## config.mk

```make
export PLATFORM = sky130hd
export DESIGN_NAME = weight_filter_jump_detector_unit
export DESIGN_NICKNAME = d
export VERILOG_FILES = /design/src/rtl/core/wfjd_pkg.sv /design/src/rtl/core/wfjd_cfg_regs.sv /design/src/rtl/core/weight_filter_jump_detector_unit.sv
export SDC_FILE = /design/constraint.sdc
export NUM_CORES = 1
export LEC_CHECK = 0
export BUFFER_PORTS_ARGS = -buffer_cell sky130_fd_sc_hd__buf_2
export CORE_UTILIZATION = 45
export DETAILED_ROUTE_END_ITERATION = 8
export SYNTH_ARGS = -nofsm -noshare
export SYNTH_HDL_FRONTEND = slang
export SYNTH_SLANG_ARGS = --single-unit
```

## constraint.sdc

```tcl
create_clock -name clk -period 15.1 [get_ports clk]
set_clock_uncertainty 0.1 [all_clocks]
set_input_delay 1.51 -clock clk [delete_from_list [all_inputs] [get_ports clk]]
set_output_delay 1.51 -clock clk [all_outputs]
set_load 0.02 [all_outputs]
```

## src/rtl/core/wfjd_pkg.sv

```systemverilog
`default_nettype none

package wfjd_pkg;

	// Field widths fixed by the sample and result formats
	localparam int CornerBits    = 16;
	localparam int TimeBits      = 32;
	localparam int TimeInBits    = 32;
	localparam int WeightBits    = 18;
	localparam int ReportBits    = 19;

	// Configuration register widths
	localparam int IntervalBits  = 16;
	localparam int ThresholdBits = 18;
	localparam int TareBits      = 18;
	localparam int LedOnBits     = 16;
	localparam int LedOffBits    = 20;

	// Configuration port geometry
	localparam int AddrBits      = 5;
	localparam int DataBits      = 32;
	localparam int IndexBits     = 3;

	// Register values after reset
	localparam logic [IntervalBits-1:0]  ResetPublishInterval = IntervalBits'(100);
	localparam logic [ThresholdBits-1:0] ResetJumpThreshold   = ThresholdBits'(2000);
	localparam logic [TareBits-1:0]      ResetTareOffset      = '0;
	localparam logic                     ResetLedForced       = 1'b0;
	localparam logic [LedOnBits-1:0]     ResetLedOn           = LedOnBits'(125);
	localparam logic [LedOffBits-1:0]    ResetLedOff          = LedOffBits'(120000);

	typedef enum logic [IndexBits-1:0] {
		RegPublishInterval = 3'd0,
		RegJumpThreshold   = 3'd1,
		RegTareOffset      = 3'd2,
		RegLedForced       = 3'd3,
		RegLedOn           = 3'd4,
		RegLedOff          = 3'd5
	} reg_idx_t;

	typedef struct packed {
		logic [IntervalBits-1:0]         publish_interval_ms;
		logic [ThresholdBits-1:0]        jump_threshold;
		logic signed [TareBits-1:0]      tare_offset;
		logic                            led_forced;
		logic [LedOnBits-1:0]            led_on_ms;
		logic [LedOffBits-1:0]           led_off_ms;
	} cfg_t;

	typedef struct packed {
		logic signed [CornerBits-1:0] weight_top_left;
		logic signed [CornerBits-1:0] weight_top_right;
		logic signed [CornerBits-1:0] weight_bottom_left;
		logic signed [CornerBits-1:0] weight_bottom_right;
		logic [TimeInBits-1:0]        time_ms;
		logic                         button_pressed;
	} sample_t;

	typedef struct packed {
		logic signed [ReportBits-1:0] reported_weight;
		logic                         weight_updated;
		logic                         startle;
		logic                         led_on;
		logic                         led_toggled;
	} result_t;

endpackage

`default_nettype wire

```

## src/rtl/core/wfjd_cfg_regs.sv

```systemverilog
`default_nettype none

module wfjd_cfg_regs (
	input  wire logic                          clk,
	input  wire logic                          arst_n,
	input  wire logic                          psel,
	input  wire logic                          penable,
	input  wire logic                          pwrite,
	input  wire logic [wfjd_pkg::AddrBits-1:0] paddr,
	input  wire logic [wfjd_pkg::DataBits-1:0] pwdata,
	output logic [wfjd_pkg::DataBits-1:0]      prdata,
	output logic                               pready,
	output wfjd_pkg::cfg_t                     cfg
);
	import wfjd_pkg::*;

	cfg_t     cfg_q;
	reg_idx_t reg_idx;
	logic     wr_en;

	assign pready  = 1'b1;
	assign reg_idx = reg_idx_t'(paddr[AddrBits-1:2]);
	assign wr_en   = psel && penable && pwrite;
	assign cfg     = cfg_q;

	// Write the addressed register on the access cycle
	always_ff @(posedge clk or negedge arst_n) begin
		if (!arst_n) begin
			cfg_q.publish_interval_ms <= ResetPublishInterval;
			cfg_q.jump_threshold      <= ResetJumpThreshold;
			cfg_q.tare_offset         <= ResetTareOffset;
			cfg_q.led_forced          <= ResetLedForced;
			cfg_q.led_on_ms           <= ResetLedOn;
			cfg_q.led_off_ms          <= ResetLedOff;
		end else if (wr_en) begin
			unique case (reg_idx)
				RegPublishInterval: cfg_q.publish_interval_ms <= pwdata[IntervalBits-1:0];
				RegJumpThreshold:   cfg_q.jump_threshold      <= pwdata[ThresholdBits-1:0];
				RegTareOffset:      cfg_q.tare_offset         <= pwdata[TareBits-1:0];
				RegLedForced:       cfg_q.led_forced          <= pwdata[0];
				RegLedOn:           cfg_q.led_on_ms           <= pwdata[LedOnBits-1:0];
				RegLedOff:          cfg_q.led_off_ms          <= pwdata[LedOffBits-1:0];
				default:            ;
			endcase
		end
	end

	// Return the addressed register, zero above the list
	always_comb begin
		unique case (reg_idx)
			RegPublishInterval: prdata = DataBits'(cfg_q.publish_interval_ms);
			RegJumpThreshold:   prdata = DataBits'(cfg_q.jump_threshold);
			RegTareOffset:      prdata = DataBits'(unsigned'(cfg_q.tare_offset));
			RegLedForced:       prdata = DataBits'(cfg_q.led_forced);
			RegLedOn:           prdata = DataBits'(cfg_q.led_on_ms);
			RegLedOff:          prdata = DataBits'(cfg_q.led_off_ms);
			default:            prdata = '0;
		endcase
	end

endmodule

`default_nettype wire

```

## src/rtl/core/weight_filter_jump_detector_unit.sv

```systemverilog
`default_nettype none

// Weight filter and jump detector. Each sample request carries four signed corner
// weights (0.01 kg), a millisecond timestamp and a button bit, and yields exactly
// one result: the corner sum goes through a low-pass filter with alpha one tenth,
// then a two-point average; once per publish interval the average becomes the
// published weight, and a jump of at least the threshold (or a held button) raises
// startle. The reported weight is the published weight minus the tare offset. The
// blink LED toggles with separate on and off periods unless forced. Timing: one
// sample is accepted every cycle unless the input is stalled; a sample passes the
// input register, the filter stage and the average/publish stage into the result
// register. The filter stage holds the single divide-by-ten multiplier. A stalled
// result only holds back the input once the stages in front of it are full.
// Configuration registers sit at byte addresses 0, 4, ... 20 of the APB port:
// publish interval, jump threshold, tare offset, LED forced, LED on, LED off.
module weight_filter_jump_detector_unit (
	input  wire logic                          clk,
	input  wire logic                          arst_n,
	input  wire logic                          sample_valid,
	output logic                               sample_stall,
	input  wire wfjd_pkg::sample_t             sample,
	output logic                               result_valid,
	input  wire logic                          result_stall,
	output wfjd_pkg::result_t                  result,
	input  wire logic                          psel,
	input  wire logic                          penable,
	input  wire logic                          pwrite,
	input  wire logic [wfjd_pkg::AddrBits-1:0] paddr,
	input  wire logic [wfjd_pkg::DataBits-1:0] pwdata,
	output logic [wfjd_pkg::DataBits-1:0]      prdata,
	output logic                               pready
);
	import wfjd_pkg::*;

	// Corner sum widths and saturation limits
	localparam int SumBits = (CornerBits + 2 > WeightBits) ? CornerBits + 2 : WeightBits;
	localparam logic signed [SumBits-1:0] SumMax = SumBits'((1 << (WeightBits - 1)) - 1);
	localparam logic signed [SumBits-1:0] SumMin = -SumMax - SumBits'(1);

	// Filter arithmetic: x = sum + 9*filtered, |x| < 2^(MagBits), divided by ten
	// as a multiply by the rounded-up reciprocal, exact while |x| < 2^(Div10Shift-1)
	localparam int XBits      = WeightBits + 4;
	localparam int MagBits    = WeightBits + 3;
	localparam int Div10Shift = MagBits + 2;
	localparam int MulBits    = Div10Shift - 3;
	localparam int ProdBits   = MagBits + MulBits;
	localparam logic [MulBits-1:0] Div10Mul = MulBits'(((1 << Div10Shift) + 9) / 10);

	// Elapsed-time compares span the timer and the widest period
	localparam int CmpBits = (TimeBits > LedOffBits) ? TimeBits : LedOffBits;

	cfg_t cfg;

	wfjd_cfg_regs u_cfg_regs (
		.clk     (clk),
		.arst_n  (arst_n),
		.psel    (psel),
		.penable (penable),
		.pwrite  (pwrite),
		.paddr   (paddr),
		.pwdata  (pwdata),
		.prdata  (prdata),
		.pready  (pready),
		.cfg     (cfg)
	);

	// Stage enables: a stage moves when it is empty or its successor moves
	logic en_s1, en_s2, en_res;
	logic valid_s1, valid_s2, res_valid_q;

	assign en_res       = !res_valid_q || !result_stall;
	assign en_s2        = !valid_s2 || en_res;
	assign en_s1        = !valid_s1 || en_s2;
	assign sample_stall = !en_s1;
	assign result_valid = res_valid_q;

	// Sum corners and saturate to the weight range
	logic signed [SumBits-1:0]    corner_sum;
	logic signed [WeightBits-1:0] sum_sat;

	assign corner_sum = SumBits'(sample.weight_top_left) + SumBits'(sample.weight_top_right)
		+ SumBits'(sample.weight_bottom_left) + SumBits'(sample.weight_bottom_right);

	always_comb begin
		priority if (corner_sum > SumMax) begin
			sum_sat = SumMax[WeightBits-1:0];
		end else if (corner_sum < SumMin) begin
			sum_sat = SumMin[WeightBits-1:0];
		end else begin
			sum_sat = corner_sum[WeightBits-1:0];
		end
	end

	// Input register
	logic signed [WeightBits-1:0] sum_s1;
	logic [TimeBits-1:0]          time_s1;
	logic                         button_s1;

	always_ff @(posedge clk or negedge arst_n) begin
		if (!arst_n) begin
			valid_s1 <= 1'b0;
		end else if (en_s1) begin
			valid_s1 <= sample_valid;
		end
	end

	always_ff @(posedge clk) begin
		if (en_s1 && sample_valid) begin
			sum_s1    <= sum_sat;
			time_s1   <= sample.time_ms[TimeBits-1:0];
			button_s1 <= sample.button_pressed;
		end
	end

	// Filter stage: filtered = (sum + 9*filtered) / 10, truncated toward zero
	logic signed [WeightBits-1:0] filtered_q;
	logic signed [XBits-1:0]      filt_x;
	logic [MagBits-1:0]           filt_mag;
	logic [ProdBits-1:0]          filt_prod;
	logic [WeightBits-1:0]        filt_quot;
	logic signed [WeightBits-1:0] filt_new;
	logic                         move_s1;

	assign filt_x    = XBits'(sum_s1) + (XBits'(filtered_q) <<< 3) + XBits'(filtered_q);
	assign filt_mag  = filt_x[XBits-1] ? MagBits'(-filt_x) : MagBits'(filt_x);
	assign filt_prod = ProdBits'(filt_mag) * ProdBits'(Div10Mul);
	assign filt_quot = filt_prod[Div10Shift +: WeightBits];
	assign filt_new  = filt_x[XBits-1] ? -signed'(filt_quot) : signed'(filt_quot);
	assign move_s1   = valid_s1 && en_s2;

	logic [TimeBits-1:0] time_s2;
	logic                button_s2;

	always_ff @(posedge clk or negedge arst_n) begin
		if (!arst_n) begin
			valid_s2   <= 1'b0;
			filtered_q <= '0;
		end else if (en_s2) begin
			valid_s2 <= valid_s1;
			if (valid_s1) begin
				filtered_q <= filt_new;
			end
		end
	end

	always_ff @(posedge clk) begin
		if (move_s1) begin
			time_s2   <= time_s1;
			button_s2 <= button_s1;
		end
	end

	// Average stage; filtered_q holds the value of the item in stage two
	logic signed [WeightBits-1:0] average_q;
	logic signed [WeightBits-1:0] published_q;
	logic [TimeBits-1:0]          last_publish_q;
	logic [TimeBits-1:0]          last_blink_q;
	logic                         blink_q;

	logic signed [WeightBits:0]   avg_sum;
	logic signed [WeightBits:0]   avg_adj;
	logic signed [WeightBits-1:0] avg_new;

	assign avg_sum = (WeightBits + 1)'(average_q) + (WeightBits + 1)'(filtered_q);
	assign avg_adj = avg_sum + (WeightBits + 1)'(avg_sum[WeightBits]);
	assign avg_new = avg_adj[WeightBits:1];

	// Publish decision and jump test against the old published weight
	logic [TimeBits-1:0]          pub_elapsed;
	logic                         publish;
	logic signed [WeightBits:0]   jump_diff;
	logic [WeightBits:0]          jump_mag;
	logic                         jump;
	logic signed [WeightBits-1:0] pub_new;
	logic signed [ReportBits-1:0] report;

	assign pub_elapsed = time_s2 - last_publish_q;
	assign publish     = CmpBits'(pub_elapsed) >= CmpBits'(cfg.publish_interval_ms);
	assign jump_diff   = (WeightBits + 1)'(avg_new) - (WeightBits + 1)'(published_q);
	assign jump_mag    = jump_diff[WeightBits] ? unsigned'(-jump_diff) : unsigned'(jump_diff);
	assign jump        = jump_mag >= (WeightBits + 1)'(cfg.jump_threshold);
	assign pub_new     = publish ? avg_new : published_q;
	assign report      = ReportBits'(pub_new) - ReportBits'(cfg.tare_offset);

	// Blink LED: pick the period of the current phase
	logic [TimeBits-1:0] blink_elapsed;
	logic [CmpBits-1:0]  blink_period;
	logic                toggle;

	assign blink_elapsed = time_s2 - last_blink_q;
	assign blink_period  = blink_q ? CmpBits'(cfg.led_on_ms) : CmpBits'(cfg.led_off_ms);
	assign toggle        = !cfg.led_forced && (CmpBits'(blink_elapsed) >= blink_period);

	logic move_s2;
	assign move_s2 = valid_s2 && en_res;

	// Advance state and load the result register
	always_ff @(posedge clk or negedge arst_n) begin
		if (!arst_n) begin
			res_valid_q    <= 1'b0;
			average_q      <= '0;
			published_q    <= '0;
			last_publish_q <= '0;
			last_blink_q   <= '0;
			blink_q        <= 1'b0;
		end else if (en_res) begin
			res_valid_q <= valid_s2;
			if (valid_s2) begin
				average_q <= avg_new;
				if (publish) begin
					published_q    <= avg_new;
					last_publish_q <= time_s2;
				end
				if (toggle) begin
					blink_q      <= !blink_q;
					last_blink_q <= time_s2;
				end
			end
		end
	end

	result_t result_q;

	always_ff @(posedge clk) begin
		if (move_s2) begin
			result_q.reported_weight <= report;
			result_q.weight_updated  <= publish;
			result_q.startle         <= (publish && jump) || button_s2;
			result_q.led_on          <= blink_q ^ toggle;
			result_q.led_toggled     <= toggle;
		end
	end

	assign result = result_q;

	// An empty result register never holds back the input
	assert property (@(posedge clk) disable iff (!arst_n)
		!res_valid_q |-> !sample_stall)
		else $error("input stalled with empty result register");

	// The filter state only changes when an item leaves the input register
	assert property (@(posedge clk) disable iff (!arst_n)
		!move_s1 |=> $stable(filtered_q))
		else $error("filter state changed without an item");

	// An item leaving stage two lands in the result register
	assert property (@(posedge clk) disable iff (!arst_n)
		move_s2 |=> res_valid_q)
		else $error("item lost between stage two and result");

	// A held button always shows as startle
	assert property (@(posedge clk) disable iff (!arst_n)
		(move_s2 && button_s2) |=> result.startle)
		else $error("button press did not raise startle");

	// Published weight only moves on a publishing item
	assert property (@(posedge clk) disable iff (!arst_n)
		!(move_s2 && publish) |=> $stable(published_q) && $stable(last_publish_q))
		else $error("published weight changed without a publish");

endmodule

`default_nettype wire

```

==> results.txt, run 1 <==
Placer Congestion -> 0.944
Instance count on the critical path -> 39
Routed WL -> 86100 µm
Hold Path Origin -> time_s1[26]$_DFFE_PP_
CP arrival -> 12390 ps
Total GRT Usage -> 0.238
Clock Sinks -> 318
Fill cells -> 6663
Met2 Use GR -> 0.395
Total setup buffers inserted after CTS -> 0
Final setup fails -> 0
Met1 Track Usage GR -> 0.322
Highest clock rate -> 83.3 MHz
Mapped Avg Cell Area -> 9.61 µm²
Dpl cell area -> 34200 µm²
Resized Gates After CTS -> 0
Starting Density -> 0.458
DP Cell Count -> 4409
Root Driver -> clkbuf_16
Post-synth cell types -> 105
Fin crit share -> 0.795
Core Area -> 70500 µm²
Max transition margin -> 0.227
Synth Warn # -> 0
Slew @ Worst Pin -> 1160 ps
Inserted Clock Buffers -> 40
CTS tree -> yes
Proportion of layout cells with a drive suffix above 1 -> 0.137
Vias -> 24700
Die area -> 72900 µm²
Critical Path RT -> 15480 ps
CTS Buffer Depth -> 3
Crit path kind -> reg -> reg
Setup crit start kind -> flip-flop
Layout net count -> 4269
First-pass GRT wire length -> 137000 µm
R2r setup slk -> 3090 ps
Initial antenna violation count -> 6
CP max-delay cell -> a311oi_1
Routed vias/inst -> 5.50
Cell repeated most along the worst path -> inv_1
Post-synth EDFFs -> 107
Critical path's largest stage delay -> 660 ps
Post-CTS Hold Buffers -> 0
Fin Setup TNS -> 0 ps
Synth Cell Area -> 32300 µm²
Area grow syn2layout -> 9.94%
Final Hold Violating Endpoints -> 0
RR Startpoint -> filtered_q[0]$_DFFE_PN0P_
Hold Path Sink -> time_s2[26]$_DFFE_PP_
Crit path max fanout -> 8
WL/cell -> 19.2 µm
Sequential fraction of the synthesis area -> 0.264
Initial DRT Pass Iterations -> 6
Asr flop ratio synth -> 0.664
Prevailing post-synth register cell -> dfrtp_1
Drt first-iter violations -> 1610
Number of global-route vias before repair -> 24500
Outcome -> completed
Hold WC Path Type -> reg -> reg
Busiest layer in global routing -> met2
Post-DP HPWL -> 69200 µm
FF-to-FF End -> filtered_q[14]$_DFFE_PN0P_
Fin area -> 35500 µm²
CP delay by family, top -> adder cells
FF-to-FF path depth -> 39
Global route total overflow -> 0
Max-cap check violation count -> 0
Crit end category -> flip-flop
Synth area leaders -> ha_1 16%, dfrtp_1 15%, fa_1 13%, edfxtp_1 9.9%, inv_1 5.7%
RSZ-0062 raised after global routing -> false
Gate Count Post-Synth -> 3364
Row count -> 97
Worst skew pair latency -> 580 ps
#FFs+latches synth -> 318
Synth top area share -> 0.160
Reg clk slew, reported paths -> 80 ps
Detailed-route DRC error count -> 0
# port buffers -> 171
WHS Path Cells -> 0
Final non-filler cell total -> 4484
Final Critical Period -> 12010 ps
Die width -> 270 µm
H-tree Lvls -> 2
IO Pins -> 199
Post-synth top area cell -> ha_1
Worst Path Buf+Inv -> 7
Die Ht -> 270 µm
Antenna Nets Post-Route -> 0
GR Util met3 -> 0.0280
Largest net degree at the start of global routing -> 91
Final Max Tran Viols -> 0
## worst max path at each step
stage	start	endpoint
after global routing	filtered_q[3]$_DFFE_PN0P_	filtered_q[14]$_DFFE_PN0P_
final	filtered_q[0]$_DFFE_PN0P_	filtered_q[14]$_DFFE_PN0P_
after floorplan	filtered_q[3]$_DFFE_PN0P_	filtered_q[14]$_DFFE_PN0P_
after global placement	filtered_q[0]$_DFFE_PN0P_	filtered_q[14]$_DFFE_PN0P_
after CTS	filtered_q[0]$_DFFE_PN0P_	filtered_q[14]$_DFFE_PN0P_
after detailed placement	filtered_q[0]$_DFFE_PN0P_	filtered_q[14]$_DFFE_PN0P_
## stage by stage
stage	setup slack (ps)	utilization	hold slack [ps]
global route	2450	0.504	326
finish	3090	0.504	316
CTS	3150	0.504	320
floorplan	4690	-	300
global placement	3260	0.484	302
detailed placement	3210	0.484	306
## synth_stat cells, drive strengths merged, types with 8 or more instances
library cell and count:
or4 8, nand2 203, a21o 68, nor3 60, a21boi 19, a31oi 27, and4 16, nand4 28
nand3 56, o21a 32, inv 490, xnor2 128, and3 22, nor2 193, mux2 150, or3 15
a22oi 20, mux2i 47, a21oi 156, xor2 62, a221oi 9, o21ai 190, nor4b 10, nor2b 27
fa 204, dfrtp 189, dfstp 22, edfxtp 107, clkbuf 57, or2 8, nor4 16, buf 41
a211oi 32, o21bai 29, o211ai 19, o31ai 13, and2 13, nor3b 12, nand2b 29, o22ai 18
ha 413
## worst reg2reg max path, delay by kind of cell, from the launching register on
family | cells | cell delay (ps)
simple gates | 11 | 3370
flops | 1 | 430
compound gates | 10 | 2630
xor+xnor | 1 | 630
fa+ha+maj | 10 | 4320
buf+inv | 7 | 490
## final cells by class
cell class              instances  area, µm²  share of cell area
multi-input cells            2468      21600               0.608
flip-flops and latches        318       8520               0.240
inverters                     491       1840              0.0519
well taps                     940       1180              0.0331
clock buffers                  51       1110              0.0314
repair buffers                192       1020              0.0288
clock inverters                23        265             0.00746
diodes                          1       2.50           0.0000704
## routing by layer
metal  vias to the layer above  part of all wire
met5                         -           0.00024
met1                     11900              0.45
met2                       575              0.47
met3                       142             0.045
met4                         4             0.033
li1                      12000                 -
## layout by cell type (no fill, tap or decap), types with 12 or more instances in the layout
| cell type | instances |
|---|---|
| dfstp_2 | 22 |
| or3_1 | 14 |
| buf_2 | 170 |
| a21oi_1 | 153 |
| nor4_1 | 12 |
| and4_1 | 16 |
| and2_1 | 12 |
| a31oi_1 | 27 |
| o22ai_1 | 18 |
| conb_1 | 13 |
| a211oi_1 | 28 |
| o21a_1 | 32 |
| nor2b_1 | 27 |
| nor2_1 | 192 |
| nand2_1 | 202 |
| a21o_1 | 68 |
| o31ai_1 | 12 |
| and3_1 | 22 |
| ha_1 | 413 |
| nand3_1 | 56 |
| inv_1 | 489 |
| nor3b_1 | 12 |
| mux2i_1 | 46 |
| buf_4 | 21 |
| fa_1 | 204 |
| nand2b_1 | 29 |
| clkbuf_16 | 42 |
| o21ai_0 | 183 |
| mux2_2 | 149 |
| a21boi_0 | 18 |
| nor3_1 | 59 |
| a22oi_1 | 20 |
| xnor2_1 | 128 |
| nand4_1 | 28 |
| dfrtp_1 | 189 |
| xor2_1 | 60 |
| edfxtp_1 | 107 |
| o211ai_1 | 18 |
| o21bai_1 | 28 |
## registers in the layout, summed over array words and instances, names as in the netlist, 18 cells and up
register and count:
last_publish_q 32, time_s1 32, result 23, published_q 18, last_blink_q 32, u_cfg_regs.cfg 89, average_q 18, time_s2 32
sum_s1 18, filtered_q 18
## kinds of logic (layout without fill, tap and decap cells)
| group | after synthesis | after routing | share of synthesized area |
|---|---|---|---|
| XOR/XNOR | 190 | 190 | 0.0519 |
| AO/OA/AOI/OAI | 720 | 720 | 0.147 |
| other | 2 | 14 | 0.000232 |
| flip-flops | 318 | 318 | 0.264 |
| AND/OR/NAND/NOR | 730 | 730 | 0.112 |
| buffers and inverters | 589 | 757 | 0.0711 |
| multiplexers | 198 | 198 | 0.0677 |
| adder cells (fa/ha/maj) | 617 | 617 | 0.286 |
Power of run 1 is not shown: default switching activity piles up to over one toggle a cycle in this logic, so the estimate is an artifact.
==> run 2, diff against run 1 <==
clock period = 10.4 ns   (was 15.1 ns; I/O delays follow)
==> run 2 against run 1 <==
  * Global-route usage is 1.1 points higher
  * First-iteration DRC count is 2.7% lower
  * Wire length is 5.2% higher
  * Clock-buffer cell count is 7 higher
  * Flip-flop and latch count stayed put
  * Non-clock buffer count is 341 higher
  * Final cell count is 7.6% higher
  * Critical endpoint unchanged
==> results.txt, run 2 (synthesis gave the netlist of run 1 again) <==
Layout net count -> 4610 (+8.0%)
Max transition margin -> 0.291 (+0.0645)
Final Max Tran Viols -> 0 (unchanged)
Hold WC Path Type -> reg -> reg
DP Cell Count -> 4721 (+7.1%)
Highest clock rate -> 96.8 MHz (+16%)
Most frequent cells in the layout -> 477 x inv_1, 385 x ha_1, 356 x buf_4
Max-cap check violation count -> 0 (unchanged)
WL/cell -> 18.8 µm (-2.2%)
Row count -> 97 (unchanged)
Die Ht -> 270 µm (unchanged)
Post-CTS Hold Buffers -> 0 (unchanged)
RR Startpoint -> filtered_q[3]$_DFFE_PN0P_
CTS Buffer Depth -> 3 (unchanged)
Crit end category -> flip-flop
Antenna Nets Post-Route -> 0 (unchanged)
Placer Congestion -> 0.927 (-1.8%)
CTS tree -> yes
Proportion of layout cells with a drive suffix above 1 -> 0.246 (+0.109)
Drt first-iter violations -> 1566 (-2.7%)
Clock Sinks -> 318 (unchanged)
Routed vias/inst -> 5.38 (-2.2%)
Reg clk slew, reported paths -> 70 ps (about the same)
Slew @ Worst Pin -> 1060 ps (-95.3 ps)
Area grow syn2layout -> 20.9%
Commonest non-fill, non-tap cell in the layout -> inv_1
Initial antenna violation count -> 1 (-5)
Largest net degree at the start of global routing -> 104 (+14%)
Setup crit start kind -> flip-flop
Routed WL -> 90600 µm (+5.2%)
RSZ-0062 raised after global routing -> true
Inserted Clock Buffers -> 40 (unchanged)
First-pass GRT wire length -> 143000 µm (+4.9%)
Fin Setup TNS -> 0 ps (unchanged)
Final Critical Period -> 10330 ps (-1680 ps)
Final setup fails -> 0 (unchanged)
Critical Path RT -> 10780 ps (-4700 ps)
Detailed-route DRC error count -> 0 (unchanged)
Worst hold margin -> 308 ps (-8.47 ps)
Crit path kind -> reg -> reg
Final non-filler cell total -> 4825 (+7.6%)
Root Driver -> clkbuf_16
Vias -> 26000 (+5.2%)
H-tree Lvls -> 2 (unchanged)
Fin area -> 39100 µm² (+10%)
CP arrival -> 10710 ps (-1680 ps)
Hold Path Origin -> time_s1[29]$_DFFE_PP_
Starting Density -> 0.458 (unchanged)
Outcome -> completed
# port buffers -> 171 (unchanged)
Die width -> 270 µm (unchanged)
Number of global-route vias before repair -> 26100 (+6.5%)
CP max-delay cell -> fa_1
Cell repeated most along the worst path -> fa_1
Core Area -> 70500 µm² (unchanged)
Fin crit share -> 0.993 (+0.198)
Max reg flops -> 89 (unchanged)
CP startpoint -> filtered_q[3]$_DFFE_PN0P_
Die area -> 72900 µm² (unchanged)
Crit path max fanout -> 4 (-4)
R2r setup slk -> 70 ps (-3020 ps)
Total GRT Usage -> 0.249 (+0.0107)
Global route total overflow -> 0 (unchanged)
Worst skew pair latency -> 580 ps (about the same)
Post-DP HPWL -> 72900 µm (+5.2%)
Critical path's largest stage delay -> 580 ps (-80 ps)
IO Pins -> 199 (unchanged)
Initial DRT Pass Iterations -> 8 (+2)
Dpl cell area -> 36500 µm² (+6.9%)
Final Hold Violating Endpoints -> 0 (unchanged)
-- run 2: cell types whose count changed in the layout (fill, tap and decap cells not counted), moves of 12 or more --
cell and delta:
a21oi_1 -15, o21ai_0 -16, ha_4 +27, inv_1 -12
buf_4 +335, inv_2 +12, ha_1 -28, a21oi_2 +14
-- run 2: what timing repair did --
item | in CTS | in global routing
pin swaps | 28 | 107
gates resized for setup | 42 | 141
endpoints found under the hold margin | 0 | 0
setup buffers | 9 | 22
setup endpoints to repair | 12 | 15
-- run 2: final timing paths --
path | cells past startpoint | to
min in group asynchronous | 1 | last_publish_q[17]$_DFFE_PN0P_
worst max register to register | 38 | filtered_q[14]$_DFFE_PN0P_
worst min register to register | 0 | time_s2[29]$_DFFE_PP_
worst min-delay path | 0 | time_s2[29]$_DFFE_PP_
max in group asynchronous | 3 | filtered_q[8]$_DFFE_PN0P_
worst max-delay path | 38 | filtered_q[14]$_DFFE_PN0P_
-- run 2: per-layer routing --
metal  vias to the layer above  routed length (µm)  track usage
met5                         -                  13            0
met2                       518               42400        0.412
met3                       133                3990       0.0334
met4                         2                2520       0.0727
li1                      12700                   -            -
met1                     12600               41700        0.338
-- run 2: worst max-delay path, delay by kind of cell, from the launching register on --
kind | cells | cell delay (ps)
AOI/OAI and AO/OA | 12 | 2430
DFF | 1 | 400
xor gates and xnor gates | 1 | 180
buffers and inverters | 7 | 810
adders and majority gates | 10 | 3910
and+or+nand+nor | 8 | 2410
-- run 2: metrics by stage --
step / util / setup slack (ps)
after floorplan: - / 26.7
after global placement: 0.518 / -347
after detailed placement: 0.518 / -450
after CTS: 0.542 / 4.23
after global routing: 0.554 / -323
final: 0.554 / 68.6
-- run 2: area by class of cell --
class,instances,area [µm²]
fillers,6397,31400
flip-flops and latches,318,8520
repair buffers,533,3610
clock buffers,58,1180
clock inverters,16,200
well taps,940,1180
multi-input cells,2468,22600
diodes,1,2.50
inverters,491,1840
Power of run 2 is left out for the same reason.
==> run 3, diff against run 2 <==
ABC_AREA = 1   (was default)
CORE_MARGIN = 2   (was default)
==> run 3 against run 2 <==
  * Design area down 10%
  * Setup slack better by 610 ps
  * Non-clock buffer count down 336
  * Global-route usage down 1.4 points
  * Flip-flop and latch count unchanged
  * Area after synthesis down 1.6%
  * First-iteration DRC count up 9.9%
  * Sequential share of layout area up 2.5 points
  * Critical path type unchanged
  * Critical endpoint is now filtered_q[16]$_DFFE_PN0P_
==> results.txt, run 3 <==
Area grow syn2layout -> 10.2%
Routed WL -> 84800 µm (-6.4%)
Worst Setup Slack, final -> 683 ps (+615 ps)
Die area -> 72800 µm² (-0.14%)
Total GRT Usage -> 0.235 (-0.0143)
Synth area leaders -> ha_1 16%, dfrtp_1 15%, fa_1 13%, edfxtp_1 10%, inv_1 9.2%
WL/cell -> 16.8 µm (-10%)
Inserted Clock Buffers -> 39 (-2.5%)
CTS tree -> yes
Post-DP HPWL -> 70100 µm (-3.8%)
Post-CTS Hold Buffers -> 0 (unchanged)
Final Max Tran Viols -> 0 (unchanged)
Sequential fraction of the synthesis area -> 0.268 (+0.00436)
Drt first-iter violations -> 1721 (+9.9%)
Hold WC Path Type -> reg -> reg
Starting Density -> 0.454 (-0.00433)
Row count -> 97 (unchanged)
Post-synthesis adder-cell area fraction -> 0.291 (+0.00473)
Final setup fails -> 0 (unchanged)
Die width -> 270 µm (about the same)
Gate Count Post-Synth -> 3895 (+16%)
Vias -> 25600 (-1.2%)
Slew @ Worst Pin -> 1120 ps (+57.1 ps)
Synth cell count leaders -> 778 x inv_1, 696 x nand2_1, 413 x ha_1, 309 x o21ai_0, 255 x a21oi_1
Final non-filler cell total -> 5042 (+4.5%)
Post-synthesis xor/xnor area fraction -> 0.0534 (+0.00141)
Post-synth top area cell -> ha_1
Cell repeated most along the worst path -> fa_1
Crit path max fanout -> 14 (+10)
Fin crit share -> 0.934 (-0.0591)
Critical Path RT -> 10730 ps (-50 ps)
Synth top area share -> 0.162 (+0.00264)
FF-to-FF path depth -> 35 (-7.9%)
Asr flop ratio synth -> 0.664 (unchanged)
Total setup buffers inserted after CTS -> 0 (-9)
Hold Path Sink -> time_s2[24]$_DFFE_PP_
Final Hold Violating Endpoints -> 0 (unchanged)
Crit path kind -> reg -> reg
Die Ht -> 270 µm (about the same)
Number of global-route vias before repair -> 25300 (-3.0%)
CTS Buffer Depth -> 3 (unchanged)
Layout net count -> 4828 (+4.7%)
Routed vias/inst -> 5.09 (-5.5%)
Commonest non-fill, non-tap cell in the layout -> inv_1
WHS Path Cells -> 0 (unchanged)
Global route total overflow -> 0 (unchanged)
Worst skew pair latency -> 570 ps (about the same)
Reg clk slew, reported paths -> 60 ps (about the same)
Proportion of layout cells with a drive suffix above 1 -> 0.0851 (-0.161)
Final Critical Period -> 9720 ps (-615 ps)
Post-Synth Simple-Gate Area -> 0.156 (+0.0437)
Root Driver -> clkbuf_16
CP arrival -> 10050 ps (-660 ps)
#FFs+latches synth -> 318 (unchanged)
Initial antenna violation count -> 3 (+2)
CP delay by family, top -> adder cells
Detailed-route DRC error count -> 0 (unchanged)
Post-synth EDFFs -> 107 (unchanged)
Core Area -> 70000 µm² (-0.69%)
Antenna Nets Post-Route -> 0 (unchanged)
DP Cell Count -> 4969 (+5.3%)
Largest net degree at the start of global routing -> 101 (-2.9%)
RR Startpoint -> filtered_q[17]$_DFFE_PN0P_
Worst Path Buf+Inv -> 5 (-2)
Fin Setup TNS -> 0 ps (unchanged)
Multiplexer share of the synthesized area -> 0 (-0.0677)
# port buffers -> 171 (unchanged)
Post-synthesis compound-gate area fraction -> 0.127 (-0.0199)
FF-to-FF End -> filtered_q[16]$_DFFE_PN0P_
Most frequent cells in the layout -> 777 x inv_1, 696 x nand2_1, 413 x ha_1
Clock Sinks -> 318 (unchanged)
Critical path's largest stage delay -> 590 ps (about the same)
Synth Warn # -> 0 (unchanged)
Initial DRT Pass Iterations -> 6 (-2)
RSZ-0062 raised after global routing -> false
Most frequent cell after synthesis -> inv_1
IO Pins -> 199 (unchanged)
Post-synth cell types -> 65 (-38%)
Max reg flops -> 89 (unchanged)
Prevailing post-synth register cell -> dfrtp_1
First-pass GRT wire length -> 135000 µm (-5.5%)
H-tree Lvls -> 2 (unchanged)
Outcome -> completed
CP max-delay cell -> dfrtp_1
Resized Gates After CTS -> 0 (-100%)
Placer Congestion -> 0.920 (-0.81%)
Setup crit start kind -> flip-flop
Post-Place Setup Slack -> 485 ps (+935 ps)
Max transition margin -> 0.253 (-0.0382)
Crit end category -> flip-flop
Hold Path Origin -> time_s1[24]$_DFFE_PP_
Highest clock rate -> 103 MHz (+6.3%)
Mapped Avg Cell Area -> 8.16 µm² (-15%)
Synth Cell Area -> 31800 µm² (-1.6%)
R2r setup slk -> 680 ps (+610 ps)
Max-cap check violation count -> 0 (unchanged)
Largest family of logic cells by synthesized area -> adder cells
==> run 3: layout make-up <==
class | instances | area [µm²]
timing repair buffer | 197 | 1060
antenna | 2 | 5.00
fill | 6878 | 35000
sequential | 318 | 8520
clock inverter | 19 | 166
tap | 940 | 1180
inverter | 781 | 2940
multi-input combinational | 2733 | 20100
clock buffer | 52 | 1100
==> run 3: routing by layer <==
metal,GRT usage,routed length [µm],part of all wire
met1,0.311,38000,0.45
met2,0.403,40300,0.48
met3,0.0272,3800,0.045
met4,0.0692,2640,0.031
met5,0,0,0
==> run 3: cells by family after synthesis <==
kind of cell / Yosys count
xor gates and xnor gates: 192
buffers and inverters: 855
and+or+nand+nor: 1182
DFF: 318
AOI/OAI and AO/OA: 729
adders and majority gates: 617
other: 2
==> run 3: worst max path at each step <==
| stage | from | endpoint | slack, ps | cells past startpoint |
|---|---|---|---|---|
| after floorplan | sum_s1[17]$_SDFFCE_PN0P_ | filtered_q[16]$_DFFE_PN0P_ | 1500 | 41 |
| after global placement | filtered_q[0]$_DFFE_PN0P_ | filtered_q[16]$_DFFE_PN0P_ | 580 | 45 |
| after detailed placement | filtered_q[0]$_DFFE_PN0P_ | filtered_q[16]$_DFFE_PN0P_ | 490 | 45 |
| after CTS | filtered_q[0]$_DFFE_PN0P_ | filtered_q[16]$_DFFE_PN0P_ | 430 | 45 |
| after global routing | filtered_q[0]$_DFFE_PN0P_ | filtered_q[16]$_DFFE_PN0P_ | 30 | 45 |
| final | filtered_q[17]$_DFFE_PN0P_ | filtered_q[16]$_DFFE_PN0P_ | 680 | 35 |
==> run 3: metrics by stage <==
step / instance area [µm²] / utilization / hold WS [ps]
3_3_place_gp: 33700 / 0.482 / 301
6_report: 35100 / 0.501 / 295
4_1_cts: 35000 / 0.500 / 285
2_1_floorplan: 31800 / - / 300
5_1_grt: 35100 / 0.501 / 299
3_5_place_dp: 33700 / 0.482 / 305
Power of run 3 is left out for the same reason.
